==> src/sv/kmp_pkg.sv <==
// Shared types, op codes and widths for the first-match KMP search block.
`default_nettype none
package kmp_pkg;

	localparam int POS_OUT_W = 16;

	localparam logic [1:0] OP_PATTERN = 2'd0;
	localparam logic [1:0] OP_TEXT    = 2'd1;
	localparam logic [1:0] OP_END     = 2'd2;
	localparam logic [1:0] OP_CLEAR   = 2'd3;

	typedef struct packed {
		logic [1:0] op;
		logic [7:0] data_byte;
	} kmp_item_t;

	typedef struct packed {
		logic                 found;
		logic [POS_OUT_W-1:0] position;
		logic                 pattern_overflow;
		logic                 text_overflow;
	} kmp_res_t;

endpackage
`default_nettype wire

==> src/sv/kmp_stream_if.sv <==
// Valid/ready stream channel carrying one payload per transaction.
`default_nettype none
interface kmp_stream_if #(
	parameter type payload_t = logic
);
	logic     valid;
	logic     ready;
	payload_t payload;

	modport source (output valid, output payload, input ready);
	modport sink (input valid, input payload, output ready);
endinterface
`default_nettype wire

==> src/sv/kmp_ram.sv <==
// Single write port, single read port RAM with registered read data.
`default_nettype none
module kmp_ram #(
	parameter int DEPTH = 32,
	parameter int WIDTH = 8,
	localparam int AW = (DEPTH > 1) ? $clog2(DEPTH) : 1
) (
	input  wire logic             clk,
	input  wire logic             we,
	input  wire logic [AW-1:0]    waddr,
	input  wire logic [WIDTH-1:0] wdata,
	input  wire logic [AW-1:0]    raddr,
	output logic      [WIDTH-1:0] rdata
);
	logic [WIDTH-1:0] mem [DEPTH];

	always_ff @(posedge clk) begin
		if (we) begin
			mem[waddr] <= wdata;
		end
	end

	always_ff @(posedge clk) begin
		rdata <= mem[raddr];
	end
endmodule
`default_nettype wire

==> src/sv/kmp_ctrl.sv <==
// Sequencer for pattern load, failure table build and text matching.
`default_nettype none
module kmp_ctrl #(
	parameter int MAX_PATTERN_LENGTH = 32,
	parameter int POSITION_BITS = 16
) (
	input  wire logic             clk,
	input  wire logic             arst_n,
	input  wire logic             start,
	input  wire logic [1:0]       op,
	input  wire logic [7:0]       data_byte,
	output logic                  ready,
	output logic                  res_valid,
	input  wire logic             res_ready,
	output kmp_pkg::kmp_res_t     res
);
	import kmp_pkg::*;

	localparam int IW = (MAX_PATTERN_LENGTH > 1) ? $clog2(MAX_PATTERN_LENGTH) : 1;
	localparam int CW = $clog2(MAX_PATTERN_LENGTH + 1);
	localparam int PB = POSITION_BITS;
	localparam int SW = ((PB > CW) ? PB : CW) + 1;

	localparam logic [3:0] S_IDLE   = 4'd0;
	localparam logic [3:0] S_BINIT  = 4'd1;
	localparam logic [3:0] S_BQ     = 4'd2;
	localparam logic [3:0] S_BK     = 4'd3;
	localparam logic [3:0] S_BCMP   = 4'd4;
	localparam logic [3:0] S_BF     = 4'd5;
	localparam logic [3:0] S_TSTART = 4'd6;
	localparam logic [3:0] S_TCMP   = 4'd7;
	localparam logic [3:0] S_RESULT = 4'd8;

	logic [3:0]    state_q;
	logic [CW-1:0] pcount_q;
	logic          table_ready_q;
	logic [IW-1:0] midx_q;
	logic [PB-1:0] tcount_q;
	logic          found_q;
	logic [PB-1:0] mpos_q;
	logic          povf_q;
	logic          tovf_q;
	kmp_res_t      res_q;

	// build loop registers
	logic [CW-1:0] q_q;
	logic [IW-1:0] k_q;
	logic [7:0]    cq_q;
	logic [7:0]    byte_q;

	logic          p_we;
	logic [IW-1:0] p_raddr;
	logic [7:0]    p_rdata;
	logic          f_we;
	logic [IW-1:0] f_waddr;
	logic [IW-1:0] f_wdata;
	logic [IW-1:0] f_raddr;
	logic [IW-1:0] f_rdata;

	logic          eq;
	logic          tcount_sat;
	logic          build_more;
	logic          tdone;
	logic [CW-1:0] jn;
	logic [SW-1:0] mpos_full;

	kmp_ram #(.DEPTH(MAX_PATTERN_LENGTH), .WIDTH(8)) u_pattern (
		.clk   (clk),
		.we    (p_we),
		.waddr (pcount_q[IW-1:0]),
		.wdata (data_byte),
		.raddr (p_raddr),
		.rdata (p_rdata)
	);

	kmp_ram #(.DEPTH(MAX_PATTERN_LENGTH), .WIDTH(IW)) u_failure (
		.clk   (clk),
		.we    (f_we),
		.waddr (f_waddr),
		.wdata (f_wdata),
		.raddr (f_raddr),
		.rdata (f_rdata)
	);

	// Shared byte compare: pattern byte q during build, text byte during match.
	assign eq = (((state_q == S_BCMP) ? cq_q : byte_q) == p_rdata);

	assign tcount_sat = (tcount_q == {PB{1'b1}});
	assign build_more = (({1'b0, q_q} + (CW+1)'(2)) < {1'b0, pcount_q});
	assign tdone      = eq || (midx_q == '0);
	assign jn         = eq ? (CW'(midx_q) + CW'(1)) : '0;
	assign mpos_full  = SW'(tcount_q) + SW'(1) - SW'(pcount_q);

	assign ready     = (state_q == S_IDLE);
	assign res_valid = (state_q == S_RESULT);
	assign res       = res_q;

	assign p_we = ready && start && (op == OP_PATTERN)
		&& (pcount_q < CW'(MAX_PATTERN_LENGTH));

	always_comb begin
		p_raddr = midx_q;
		f_raddr = midx_q;
		f_we    = 1'b0;
		f_waddr = IW'(1);
		f_wdata = '0;
		case (state_q)
			S_BINIT: begin
				f_we = (pcount_q > CW'(1));
			end
			S_BQ: begin
				p_raddr = q_q[IW-1:0];
			end
			S_BK: begin
				p_raddr = k_q;
			end
			S_BCMP: begin
				f_raddr = k_q;
				f_we    = eq || (k_q == '0);
				f_waddr = IW'(q_q + CW'(1));
				f_wdata = eq ? (k_q + IW'(1)) : '0;
			end
			S_BF: begin
				p_raddr = f_rdata;
			end
			S_TCMP: begin
				p_raddr = f_rdata;
				f_raddr = f_rdata;
			end
			default: begin
			end
		endcase
	end

	always_ff @(posedge clk or negedge arst_n) begin
		if (!arst_n) begin
			state_q       <= S_IDLE;
			pcount_q      <= '0;
			table_ready_q <= 1'b0;
			midx_q        <= '0;
			tcount_q      <= '0;
			found_q       <= 1'b0;
			mpos_q        <= '0;
			povf_q        <= 1'b0;
			tovf_q        <= 1'b0;
		end else begin
			case (state_q)
				S_IDLE: begin
					if (start) begin
						case (op)
							OP_PATTERN: begin
								if (pcount_q < CW'(MAX_PATTERN_LENGTH)) begin
									pcount_q <= pcount_q + CW'(1);
								end else begin
									povf_q <= 1'b1;
								end
								table_ready_q <= 1'b0;
								midx_q   <= '0;
								tcount_q <= '0;
								found_q  <= 1'b0;
								tovf_q   <= 1'b0;
							end
							OP_TEXT: begin
								if (tcount_sat) begin
									tovf_q <= 1'b1;
								end else if (!table_ready_q) begin
									state_q <= S_BINIT;
								end else begin
									state_q <= S_TSTART;
								end
							end
							OP_END: begin
								state_q <= S_RESULT;
								midx_q   <= '0;
								tcount_q <= '0;
								found_q  <= 1'b0;
								tovf_q   <= 1'b0;
							end
							default: begin
								pcount_q      <= '0;
								table_ready_q <= 1'b0;
								povf_q        <= 1'b0;
								midx_q   <= '0;
								tcount_q <= '0;
								found_q  <= 1'b0;
								tovf_q   <= 1'b0;
							end
						endcase
					end
				end
				S_BINIT: begin
					if (pcount_q > CW'(2)) begin
						state_q <= S_BQ;
					end else begin
						table_ready_q <= 1'b1;
						state_q       <= S_TSTART;
					end
				end
				S_BQ: begin
					state_q <= S_BK;
				end
				S_BK: begin
					state_q <= S_BCMP;
				end
				S_BCMP: begin
					if (eq || (k_q == '0)) begin
						if (build_more) begin
							state_q <= S_BQ;
						end else begin
							table_ready_q <= 1'b1;
							state_q       <= S_TSTART;
						end
					end else begin
						state_q <= S_BF;
					end
				end
				S_BF: begin
					state_q <= S_BCMP;
				end
				S_TSTART: begin
					if (found_q || (pcount_q == '0)) begin
						tcount_q <= tcount_q + PB'(1);
						state_q  <= S_IDLE;
					end else begin
						state_q <= S_TCMP;
					end
				end
				S_TCMP: begin
					if (tdone) begin
						if (jn == pcount_q) begin
							found_q <= 1'b1;
							mpos_q  <= mpos_full[PB-1:0];
							midx_q  <= '0;
						end else begin
							midx_q <= jn[IW-1:0];
						end
						tcount_q <= tcount_q + PB'(1);
						state_q  <= S_IDLE;
					end else begin
						// follow the failure link
						midx_q <= f_rdata;
					end
				end
				S_RESULT: begin
					if (res_ready) begin
						state_q <= S_IDLE;
					end
				end
				default: begin
					state_q <= S_IDLE;
				end
			endcase
		end
	end

	// Payload registers: build indices, held bytes and the pending result.
	always_ff @(posedge clk) begin
		if (ready && start) begin
			byte_q <= data_byte;
		end
		if (ready && start && (op == OP_END)) begin
			res_q.found    <= (pcount_q == '0) || found_q;
			res_q.position <= ((pcount_q != '0) && found_q) ? POS_OUT_W'(mpos_q) : '0;
			res_q.pattern_overflow <= povf_q;
			res_q.text_overflow    <= tovf_q;
		end
		case (state_q)
			S_BINIT: begin
				q_q <= CW'(1);
				k_q <= '0;
			end
			S_BK: begin
				cq_q <= p_rdata;
			end
			S_BCMP: begin
				if (eq || (k_q == '0)) begin
					q_q <= q_q + CW'(1);
					k_q <= eq ? (k_q + IW'(1)) : '0;
				end
			end
			S_BF: begin
				k_q <= f_rdata;
			end
			default: begin
			end
		endcase
	end

`ifndef ASSERT_OFF
	a_midx_bound: assert property (@(posedge clk) disable iff (!arst_n)
		(pcount_q == '0) || (CW'(midx_q) < pcount_q))
		else $error("match index reached pattern length");

	a_found_idx: assert property (@(posedge clk) disable iff (!arst_n)
		found_q |-> (midx_q == '0))
		else $error("match index not cleared after first match");

	a_tovf_sat: assert property (@(posedge clk) disable iff (!arst_n)
		tovf_q |-> tcount_sat)
		else $error("text overflow flagged below saturation");

	a_border_lt: assert property (@(posedge clk) disable iff (!arst_n)
		((state_q == S_BK) || (state_q == S_BCMP) || (state_q == S_BF))
		|-> (CW'(k_q) < q_q))
		else $error("border length not below build index");

	a_result_hold: assert property (@(posedge clk) disable iff (!arst_n)
		(res_valid && !res_ready) |=> (res_valid && $stable(res_q)))
		else $error("pending result lost or changed");
`endif
endmodule
`default_nettype wire

==> src/sv/kmp_first_match_search.sv <==
// Top level of the first-match KMP search block with its output register.
//
// Usage: items enter on the item channel (op, data_byte); op 0 appends a
// pattern byte, op 1 streams a text byte, op 2 ends the text, op 3 clears the
// pattern. Only op 2 yields a transaction on the result channel: found,
// position of the first match, pattern_overflow and text_overflow.
// Ops 0 and 3 finish in the idle state; op 2 passes the result state to the
// result register. Op 1 passes a start state, then a compare state repeated
// per failure link followed in the shared byte compare; after the first match
// or with an empty pattern it skips the compare, and once the count saturates
// it only sets the overflow flag. The first text byte after a pattern change
// first builds the failure table: an init state, then BQ, BK, BCMP per position
// and BF, BCMP per link, bounded by the single read port of the pattern RAM.
// The block accepts no item while the sequencer works on one.
// Reset clears the pattern count, flags and text state; RAM contents are
// left as they are and are rewritten before use.
// When the receiver stalls, one result waits in the output register while
// new items are still taken; a second end-of-text item holds in the
// sequencer until the register frees.
`default_nettype none
module kmp_first_match_search #(
	parameter int MAX_PATTERN_LENGTH = 32,
	parameter int POSITION_BITS = 16
) (
	input wire logic     clk,
	input wire logic     arst_n,
	kmp_stream_if.sink   item,
	kmp_stream_if.source result
);
	import kmp_pkg::*;

	logic     ctrl_ready;
	logic     res_valid;
	logic     res_ready;
	kmp_res_t res;
	logic     out_valid_q;
	kmp_res_t out_q;
	kmp_item_t in_item;

	assign in_item    = item.payload;
	assign item.ready = ctrl_ready;

	kmp_ctrl #(
		.MAX_PATTERN_LENGTH (MAX_PATTERN_LENGTH),
		.POSITION_BITS      (POSITION_BITS)
	) u_ctrl (
		.clk       (clk),
		.arst_n    (arst_n),
		.start     (item.valid),
		.op        (in_item.op),
		.data_byte (in_item.data_byte),
		.ready     (ctrl_ready),
		.res_valid (res_valid),
		.res_ready (res_ready),
		.res       (res)
	);

	// Load the output register whenever it is empty or being drained.
	assign res_ready = !out_valid_q || result.ready;

	always_ff @(posedge clk or negedge arst_n) begin
		if (!arst_n) begin
			out_valid_q <= 1'b0;
		end else if (res_ready) begin
			out_valid_q <= res_valid;
		end
	end

	always_ff @(posedge clk) begin
		if (res_ready && res_valid) begin
			out_q <= res;
		end
	end

	assign result.valid   = out_valid_q;
	assign result.payload = out_q;
endmodule
`default_nettype wire

==> src/flat_wrapper.sv <==
// flat-port wrapper written by rule: the top's interface ports become plain ports
module kmp_first_match_search_flat import kmp_pkg::*;
#(
	parameter int MAX_PATTERN_LENGTH = 32,
	parameter int POSITION_BITS = 16
)
  (clk, arst_n, item_valid, item_payload, item_ready, result_valid, result_payload, result_ready);
  kmp_stream_if #(.payload_t(kmp_item_t)) item_i ();
  kmp_stream_if #(.payload_t(kmp_res_t)) result_i ();
  input wire logic clk;
  input wire logic arst_n;
  input wire logic [$bits(item_i.valid)-1:0] item_valid;
  input wire logic [$bits(item_i.payload)-1:0] item_payload;
  output wire logic [$bits(item_i.ready)-1:0] item_ready;
  output wire logic [$bits(result_i.valid)-1:0] result_valid;
  output wire logic [$bits(result_i.payload)-1:0] result_payload;
  input wire logic [$bits(result_i.ready)-1:0] result_ready;
  assign item_i.valid = item_valid;
  assign item_i.payload = item_payload;
  assign item_ready = item_i.ready;
  assign result_valid = result_i.valid;
  assign result_payload = result_i.payload;
  assign result_i.ready = result_ready;
  kmp_first_match_search #(.MAX_PATTERN_LENGTH(MAX_PATTERN_LENGTH), .POSITION_BITS(POSITION_BITS)) u_core (.clk(clk), .arst_n(arst_n), .item(item_i), .result(result_i));
endmodule
==> config.mk <==
export PLATFORM = sky130hd
export DESIGN_NAME = kmp_first_match_search_flat
export DESIGN_NICKNAME = d
export VERILOG_FILES = /design/src/sv/kmp_pkg.sv /design/src/sv/kmp_stream_if.sv /design/src/sv/kmp_ram.sv /design/src/sv/kmp_ctrl.sv /design/src/sv/kmp_first_match_search.sv /design/src/flat_wrapper.sv
export SDC_FILE = /design/constraint.sdc
export NUM_CORES = 1
export LEC_CHECK = 0
export BUFFER_PORTS_ARGS = -buffer_cell sky130_fd_sc_hd__buf_2
export CORE_MARGIN = 3
export CORE_UTILIZATION = 55
export DETAILED_ROUTE_END_ITERATION = 16
export PLACE_DENSITY = 0.79
export SLEW_MARGIN = 5
export SYNTH_ARGS = -nofsm -noshare
export SYNTH_HDL_FRONTEND = slang
export SYNTH_HIERARCHICAL = 1
export SYNTH_SLANG_ARGS = --single-unit
==> constraint.sdc <==
create_clock -name clk -period 3.35 [get_ports clk]
set_clock_uncertainty 0.1 [all_clocks]
set_input_delay 0 -clock clk [delete_from_list [all_inputs] [get_ports clk]]
set_output_delay 0 -clock clk [all_outputs]
set_load 0.01 [all_outputs]
* Word level (Yosys, flattened, before mapping)
Memory sizes are Yosys's and may differ from the RTL's. A register that Yosys moved wholly into a read port is not among the register bits.
Cells that the tools add are included.
W data, S select, Z words.
** Operators by class
- $add $sub $neg :: 8
- Order comparisons :: 4
- Equal/unequal tests :: 28
- Muxes and demuxes :: 54
- Bitwise logic cells :: 1
- Reductions and logical operators :: 36
** Operator list (number)
- $mux W16 :: 4
- $pmux W16 S3 :: 1
- $mux W5 :: 8
- $add A16 B1 Y16 const B :: 2
- $pmux W4 S8 :: 1
- $pmux W5 S3 :: 2
- $pmux W6 S2 :: 2
- $ne A2 B2 Y1 const B :: 11
- $mux W4 :: 5
- $pmux W5 S2 :: 2
- $mux W6 :: 3
- $eq A16 B16 Y1 const B :: 1
- $eq A4 B3 Y1 const B :: 4
- $mux W1 :: 16
- $sub A16 B6 Y16 :: 1
- $reduce_and A5 Y1 :: 3
- $add A6 B1 Y6 const B :: 2
- $mux W3 :: 4
- $logic_not A5 Y1 :: 2
- $reduce_and A3 Y1 :: 3
- $reduce_bool A3 Y1 :: 3
- $eq A4 B2 Y1 const B :: 2
- $eq A8 B8 Y1 :: 1
- $mux W8 :: 1
- other kinds (31) :: 47
** Storage, ports and cells
- Register bits after elaboration :: 117
- Memory bits (writable) :: 416
- Input port bits :: 14
- Output and inout bits :: 21
- Word-level logic and storage cells :: 155
- Memories kept :: 2
** Memory list
- u_core.u_ctrl.u_pattern.mem :: words 32, width 8, rd ports 1, clocked after memory_dff 1, wr ports 1, RTL line kmp_ram.sv:15 : logic [WIDTH-1:0] mem [DEPTH];
- u_core.u_ctrl.u_failure.mem :: words 32, width 5, rd ports 1, clocked after memory_dff 1, wr ports 1, RTL line kmp_ram.sv:15

* Logic depth before layout (Yosys ltp)
- Depth in word-level cells :: 8
- Gate-level depth with buffers :: 14
- Depth with buffers taken out :: 14

* By module
The synthesis kept the hierarchy.
** Modules (own cells, without submodules)
- kmp_ram (u_core.u_ctrl.u_pattern) :: instances 1, cells an instance 417, area each 10053.4 um2, seq. area each 7847.5 um2
- kmp_ram (u_core.u_ctrl.u_failure) :: instances 1, cells an instance 277, area each 6344.8 um2, seq. area each 4904.7 um2
- kmp_ctrl :: instances 1, cells an instance 627, area each 6202.2 um2, seq. area each 2657.5 um2
- kmp_first_match_search :: instances 1, cells an instance 23, area each 624.3 um2, seq. area each 595.6 um2

* Worst setup path after synthesis
No wires, ideal clock.
- Path kind :: reg-to-reg
- Start :: reg u_core.u_ctrl.state_q[3]
- End :: mem u_core/u_ctrl/u_failure/mem[28][0] in the netlist's numbering, enable pin
- Library setup time :: 0.339 ns
- Arrival :: 3.209 ns
- Data required time :: 2.911 ns
- Slack :: -0.298 ns
- Stages on the path, launching flop included :: 13
- Buffers on the path :: 3
- Clock period less this slack :: 3.648 ns
- Path through :: dfrtp_1 -> buf_6 -> nor4b_4 -> and4_1 -> nand4_1 -> a21oi_1 -> buf_4 -> or2_2 -> nand3b_1 -> a211oi_1 -> or3b_2 -> clkbuf_1 -> nor2_1
** Between the ends
- Longest elaborated chain between the ends :: 7
- Elaborated cells on any way between the ends :: 9
- Those cells by class :: 3 x eq/ne; 5 x mux; 1 x reduce/logical
** Ends and longest elaborated chain
- start, declared :: RTL line kmp_ctrl.sv:34 : logic [3:0] state_q;
- start signal, assigned :: RTL line kmp_ctrl.sv:137 : state_q <= S_IDLE;
- start signal, assigned :: RTL line kmp_ctrl.sv:167 : state_q <= S_BINIT;
- start signal, assigned :: RTL line kmp_ctrl.sv:169 : state_q <= S_TSTART;
- $eq A4 B3 Y1 :: RTL line kmp_ctrl.sv:86, kmp_ctrl.sv:107
- $mux W8 :: RTL line kmp_ctrl.sv:86 : assign eq = (((state_q == S_BCMP) ? cq_q : byte_q) == p_rdata);
- $eq A8 B8 Y1 :: RTL line kmp_ctrl.sv:86
- $logic_or A1 B1 Y1 :: RTL line kmp_ctrl.sv:119 : f_we = eq || (k_q == '0);
- $pmux W1 S2 (*) :: RTL line kmp_ctrl.sv:107 : case (state_q)
- named net u_core.u_ctrl.f_we :: RTL line kmp_ctrl.sv:54 : logic f_we;
- $mux W1 (*) :: RTL line kmp_ram.sv:18 : if (we) begin
- $mux W1 (not written as such) (*) :: RTL line kmp_ram.sv:19 : mem[waddr] <= wdata;
- end, declared :: RTL line kmp_ram.sv:15
The timed path passes the listed nets; every way through them passes the cells marked *.

* Final worst setup path
- Start :: reg u_core.u_ctrl.state_q[1]
- End :: mem u_core/u_ctrl/u_failure/mem[0][2] in the netlist's numbering, enable pin
Same word-level chain as after synthesis.

==> results.py <==
metrics = {
    "job": {
        "max_cap_viol_count": 0,
    },
    "setup_path": {
        "max_stage_delay_ns": 0.56,
        "start_kind": "register",
        "cp_max_fo": 8,
        "cp.arrival_ns": 3.50,
        "required_ns": 3.53,
        "end_kind": "register",
        "path_cells": "nor4b_4 > buf_4 > mux2_2 > o22ai_2 > a21oi_2 > or2_4 > nand3b_1 > a211oi_4 > or3b_4 > nor2_4",
        "ff2ff_setup_slack_ns": 0.03,
        "critPathSlowestCell": "or3b_4",
        "crit_family": "simple AND/OR/NAND/NOR gates",
        "cp_num_buf_inv": 1,
        "worst-setup-path-type": "register to register",
    },
    "floorplanning": {
        "core_um2": 41300,
        "pin_count": 35,
        "die_x_um": 211,
        "fp.dieArea_um2": 44700,
        "initial_core_util_pct": 56.2,
        "std_cell_rows": 74,
        "die_y_um": 211,
    },
    "sta": {
        "period_needed_ns": 3.32,
        "setup_ws_ns": 0.0346,
        "slew_violations": 0,
        "max-slew-margin-rel_pct": 29.1,
        "setup_viol": 0,
        "worst_pin_slew_ns": 1.05,
        "fin_crit_sh_pct": 99.0,
        "hold_violations": 0,
        "rsz0062_at_grt": "true",
        "fmax_mhz": 302,
    },
    "logic_synthesis": {
        "synth_edf_count": 481,
        "syn_inst": 1344,
        "ys_seq_elements": 546,
        "yosysWarnings": 6,
        "synth_top_area_share_pct": 62.2,
        "synth.most_common_cell": "edfxtp_1",
        "synth_fp_nets": 1407,
        "syn-cell-area_um2": 23200,
        "async_flop_share_pct": 9.52,
        "ys_top_cells_by_area": "edfxtp_1, mux4_2, dfrtp_1, ha_1, nor2_1",
        "ys_seq_area_share_pct": 68.9,
        "yosysTopAreaCell": "edfxtp_1",
        "avgSynthCellArea_um2": 17.3,
        "synth_cell_types": 69,
        "synthTopCellsByCount": "edfxtp_1, mux4_2, nor2_1, nand2_1, dfrtp_1",
        "synth_ff_type": "edfxtp_1",
    },
    "clock_network": {
        "cts_tree": "yes",
        "clk_pin_slew_worst_paths_ns": 0.06,
        "ctsRootBufferMaster": "clkbuf_16",
        "cts_buffer_depth": 3,
        "cts_inserted_buffers": 53,
        "cts.sinks": 546,
        "htreeDepth": 2,
        "clkLatencyLatePin_ns": 0.59,
    },
    "detailed_routing": {
        "firstDrtPassIters": 5,
        "avgViaCountPerCell": 6.20,
        "drtAntennaViolNets": 0,
        "vias": 12900,
        "wl_per_cell_um": 23.8,
        "wl_mm": 49.5,
        "drc": 0,
        "dr.first_iter.drc_count": 1278,
    },
    "global_route": {
        "track_usage_pct": 22.7,
        "grt.overflow.total": 0,
        "first_global_vias": 12900,
        "antenna_found_initial": 0,
        "grt_max_degree": 53,
        "grt_pass1_wl_mm": 77.2,
    },
    "final_layout": {
        "drive_gt1_share_pct": 28.3,
        "area_growth_pct": 15.7,
        "fin_nets": 1564,
        "n_antenna_cell": 0,
        "final_area_um2": 26900,
        "finalNonFillerCells": 2077,
        "final_util_pct": 65.0,
    },
    "pwr": {
        "power_density_nw_per_um2": 827,
        "comb_power_share_pct": 36.7,
        "power.leakage_nw": 9.22,
        "swShare_pct": 30.6,
        "seq_power_share_pct": 36.3,
        "power_mw": 22.2,
        "vdd_drop_max_mv": 0.474,
        "internal_power_mw": 15.4,
        "power_switching_mw": 6.79,
        "power.share.clock_pct": 27.0,
    },
    "placed_design": {
        "numPlacedInstances": 1955,
        "post-place-ws_ns": -0.00476,
        "place_area_um2": 24800,
        "io_buffers": 34,
        "gp_congestion": 0.884,
        "dp_hpwl_mm": 31.2,
    },
    "hold_path": {
        "worstHoldPathType": "input pin to register",
    },
    "status": {
        "outcome": "complete, no violations",
    },
}
-- path summary, 6_finish.rpt --
check	end	depth (start not counted)	startpoint
max	u_core/u_ctrl/u_failure/mem[0][2]$_DFFE_PP_	10	u_core/u_ctrl/state_q[1]$_DFFE_PN0P_
min	u_core/result.valid$_DFFE_PN0P_	4	result_ready
max reg2reg	u_core/u_ctrl/u_failure/mem[0][2]$_DFFE_PP_	10	u_core/u_ctrl/state_q[1]$_DFFE_PN0P_
min reg2reg	u_core/result.payload[6]$_DFFE_PP_	0	u_core/u_ctrl/res[6]$_SDFFCE_PN0P_
max in group asynchronous	u_core/u_ctrl/midx_q[0]$_DFFE_PN0P_	4	arst_n
min in group asynchronous	u_core/u_ctrl/table_ready_q$_DFFE_PN0P_	4	arst_n
-- layer usage --
metal	vias to the layer above	track usage (%)	routed length [µm]
met1	6577	31.9	19900
met4	0	6.77	1260
met3	99	3.70	3450
met2	565	37.4	24900
li1	5635	-	-
met5	-	0	0
-- final cells by class --
class | count | area, µm²
multi-input cells | 702 | 6980
inverters | 37 | 139
clock buffers | 66 | 1420
repair buffers | 161 | 1300
clock inverters | 33 | 352
fillers | 2754 | 14400
well taps | 532 | 666
flip-flops and latches | 546 | 16000
-- worst min-delay path: stages --
cell,delay (ns)
dlygate4sd3_1,0.52
buf_2,0.10
nand2b_4,0.12
nand2b_1,0.05
-- cell families after synthesis --
group	Yosys count	synth area share [%]
AOI/OAI and AO/OA	132	3.77
xor gates and xnor gates	47	1.77
adders and majority gates	49	2.67
buffers and inverters	96	1.79
DFF	546	68.9
muxes	163	14.2
and+or+nand+nor	311	6.89
-- timing repair --
item,4_1_cts,5_1_grt
hold buffers,16,0
gates resized for setup,0,28
hold endpoints to repair,352,0
endpoints found under the setup margin,90,194
buffers inserted,2,5
pin swaps,2,1
-- placed cells by master, fill, tap and decap left out, types with 9 or more instances in the layout --
master	instances
a21oi_1	29
nand3_1	20
nor2_2	19
buf_2	34
mux4_2	130
clkbuf_16	54
and3_1	22
nor2_4	9
dfrtp_1	52
dlygate4sd3_1	16
clkbuf_1	10
a21o_1	12
ha_1	48
nor2_1	80
dfxtp_1	13
xnor2_1	29
o21ai_0	28
nor3_1	16
clkinv_2	10
edfxtp_1	481
nand2_1	56
inv_1	36
nand4_1	10
mux2_2	24
or3_1	11
xor2_1	18
buf_12	10
nand3b_1	15
buf_4	98
-- stage by stage --
step                hold slack, ns  setup TNS [ns]
finish                       0.146               0
global route                 0.152           -3.46
CTS                          0.117               0
detailed placement          0.0629         -0.0336
floorplan                   -0.396               0
global placement            0.0543               0
-- sequential cells by signal, indices dropped and copies added, names as in the netlist --
name and cells:
u_core/u_ctrl/tcount_q 16, u_core/u_ctrl/res 19, u_core/u_ctrl/cq_q 8, u_core/u_ctrl/state_q 4, u_core/result.valid 1, u_core/u_ctrl/q_q 6, u_core/u_ctrl/midx_q 5, u_core/result.payload 19
u_core/u_ctrl/u_pattern/rdata 8, u_core/u_ctrl/pcount_q 6, u_core/u_ctrl/k_q 5, u_core/u_ctrl/u_failure/mem 160, u_core/u_ctrl/u_failure/rdata 5, u_core/u_ctrl/byte_q 8, u_core/u_ctrl/table_ready_q 1, u_core/u_ctrl/found_q 1
u_core/u_ctrl/u_pattern/mem 256, u_core/u_ctrl/povf_q 1, u_core/u_ctrl/mpos_q 16, u_core/u_ctrl/tovf_q 1
-- power by group through the flow --
stage | Sequential [mW] | Clock, mW | Combinational [mW]
floorplan | 8.07 | 0 | 5.57
global placement | 8.19 | 0 | 7.77
detailed placement | 8.20 | 0 | 7.91
CTS | 8.06 | 6.10 | 8.07
global route | 8.11 | 6.37 | 8.68
finish | 8.07 | 5.99 | 8.14
Note: power is estimated with default switching activity, not from simulation.
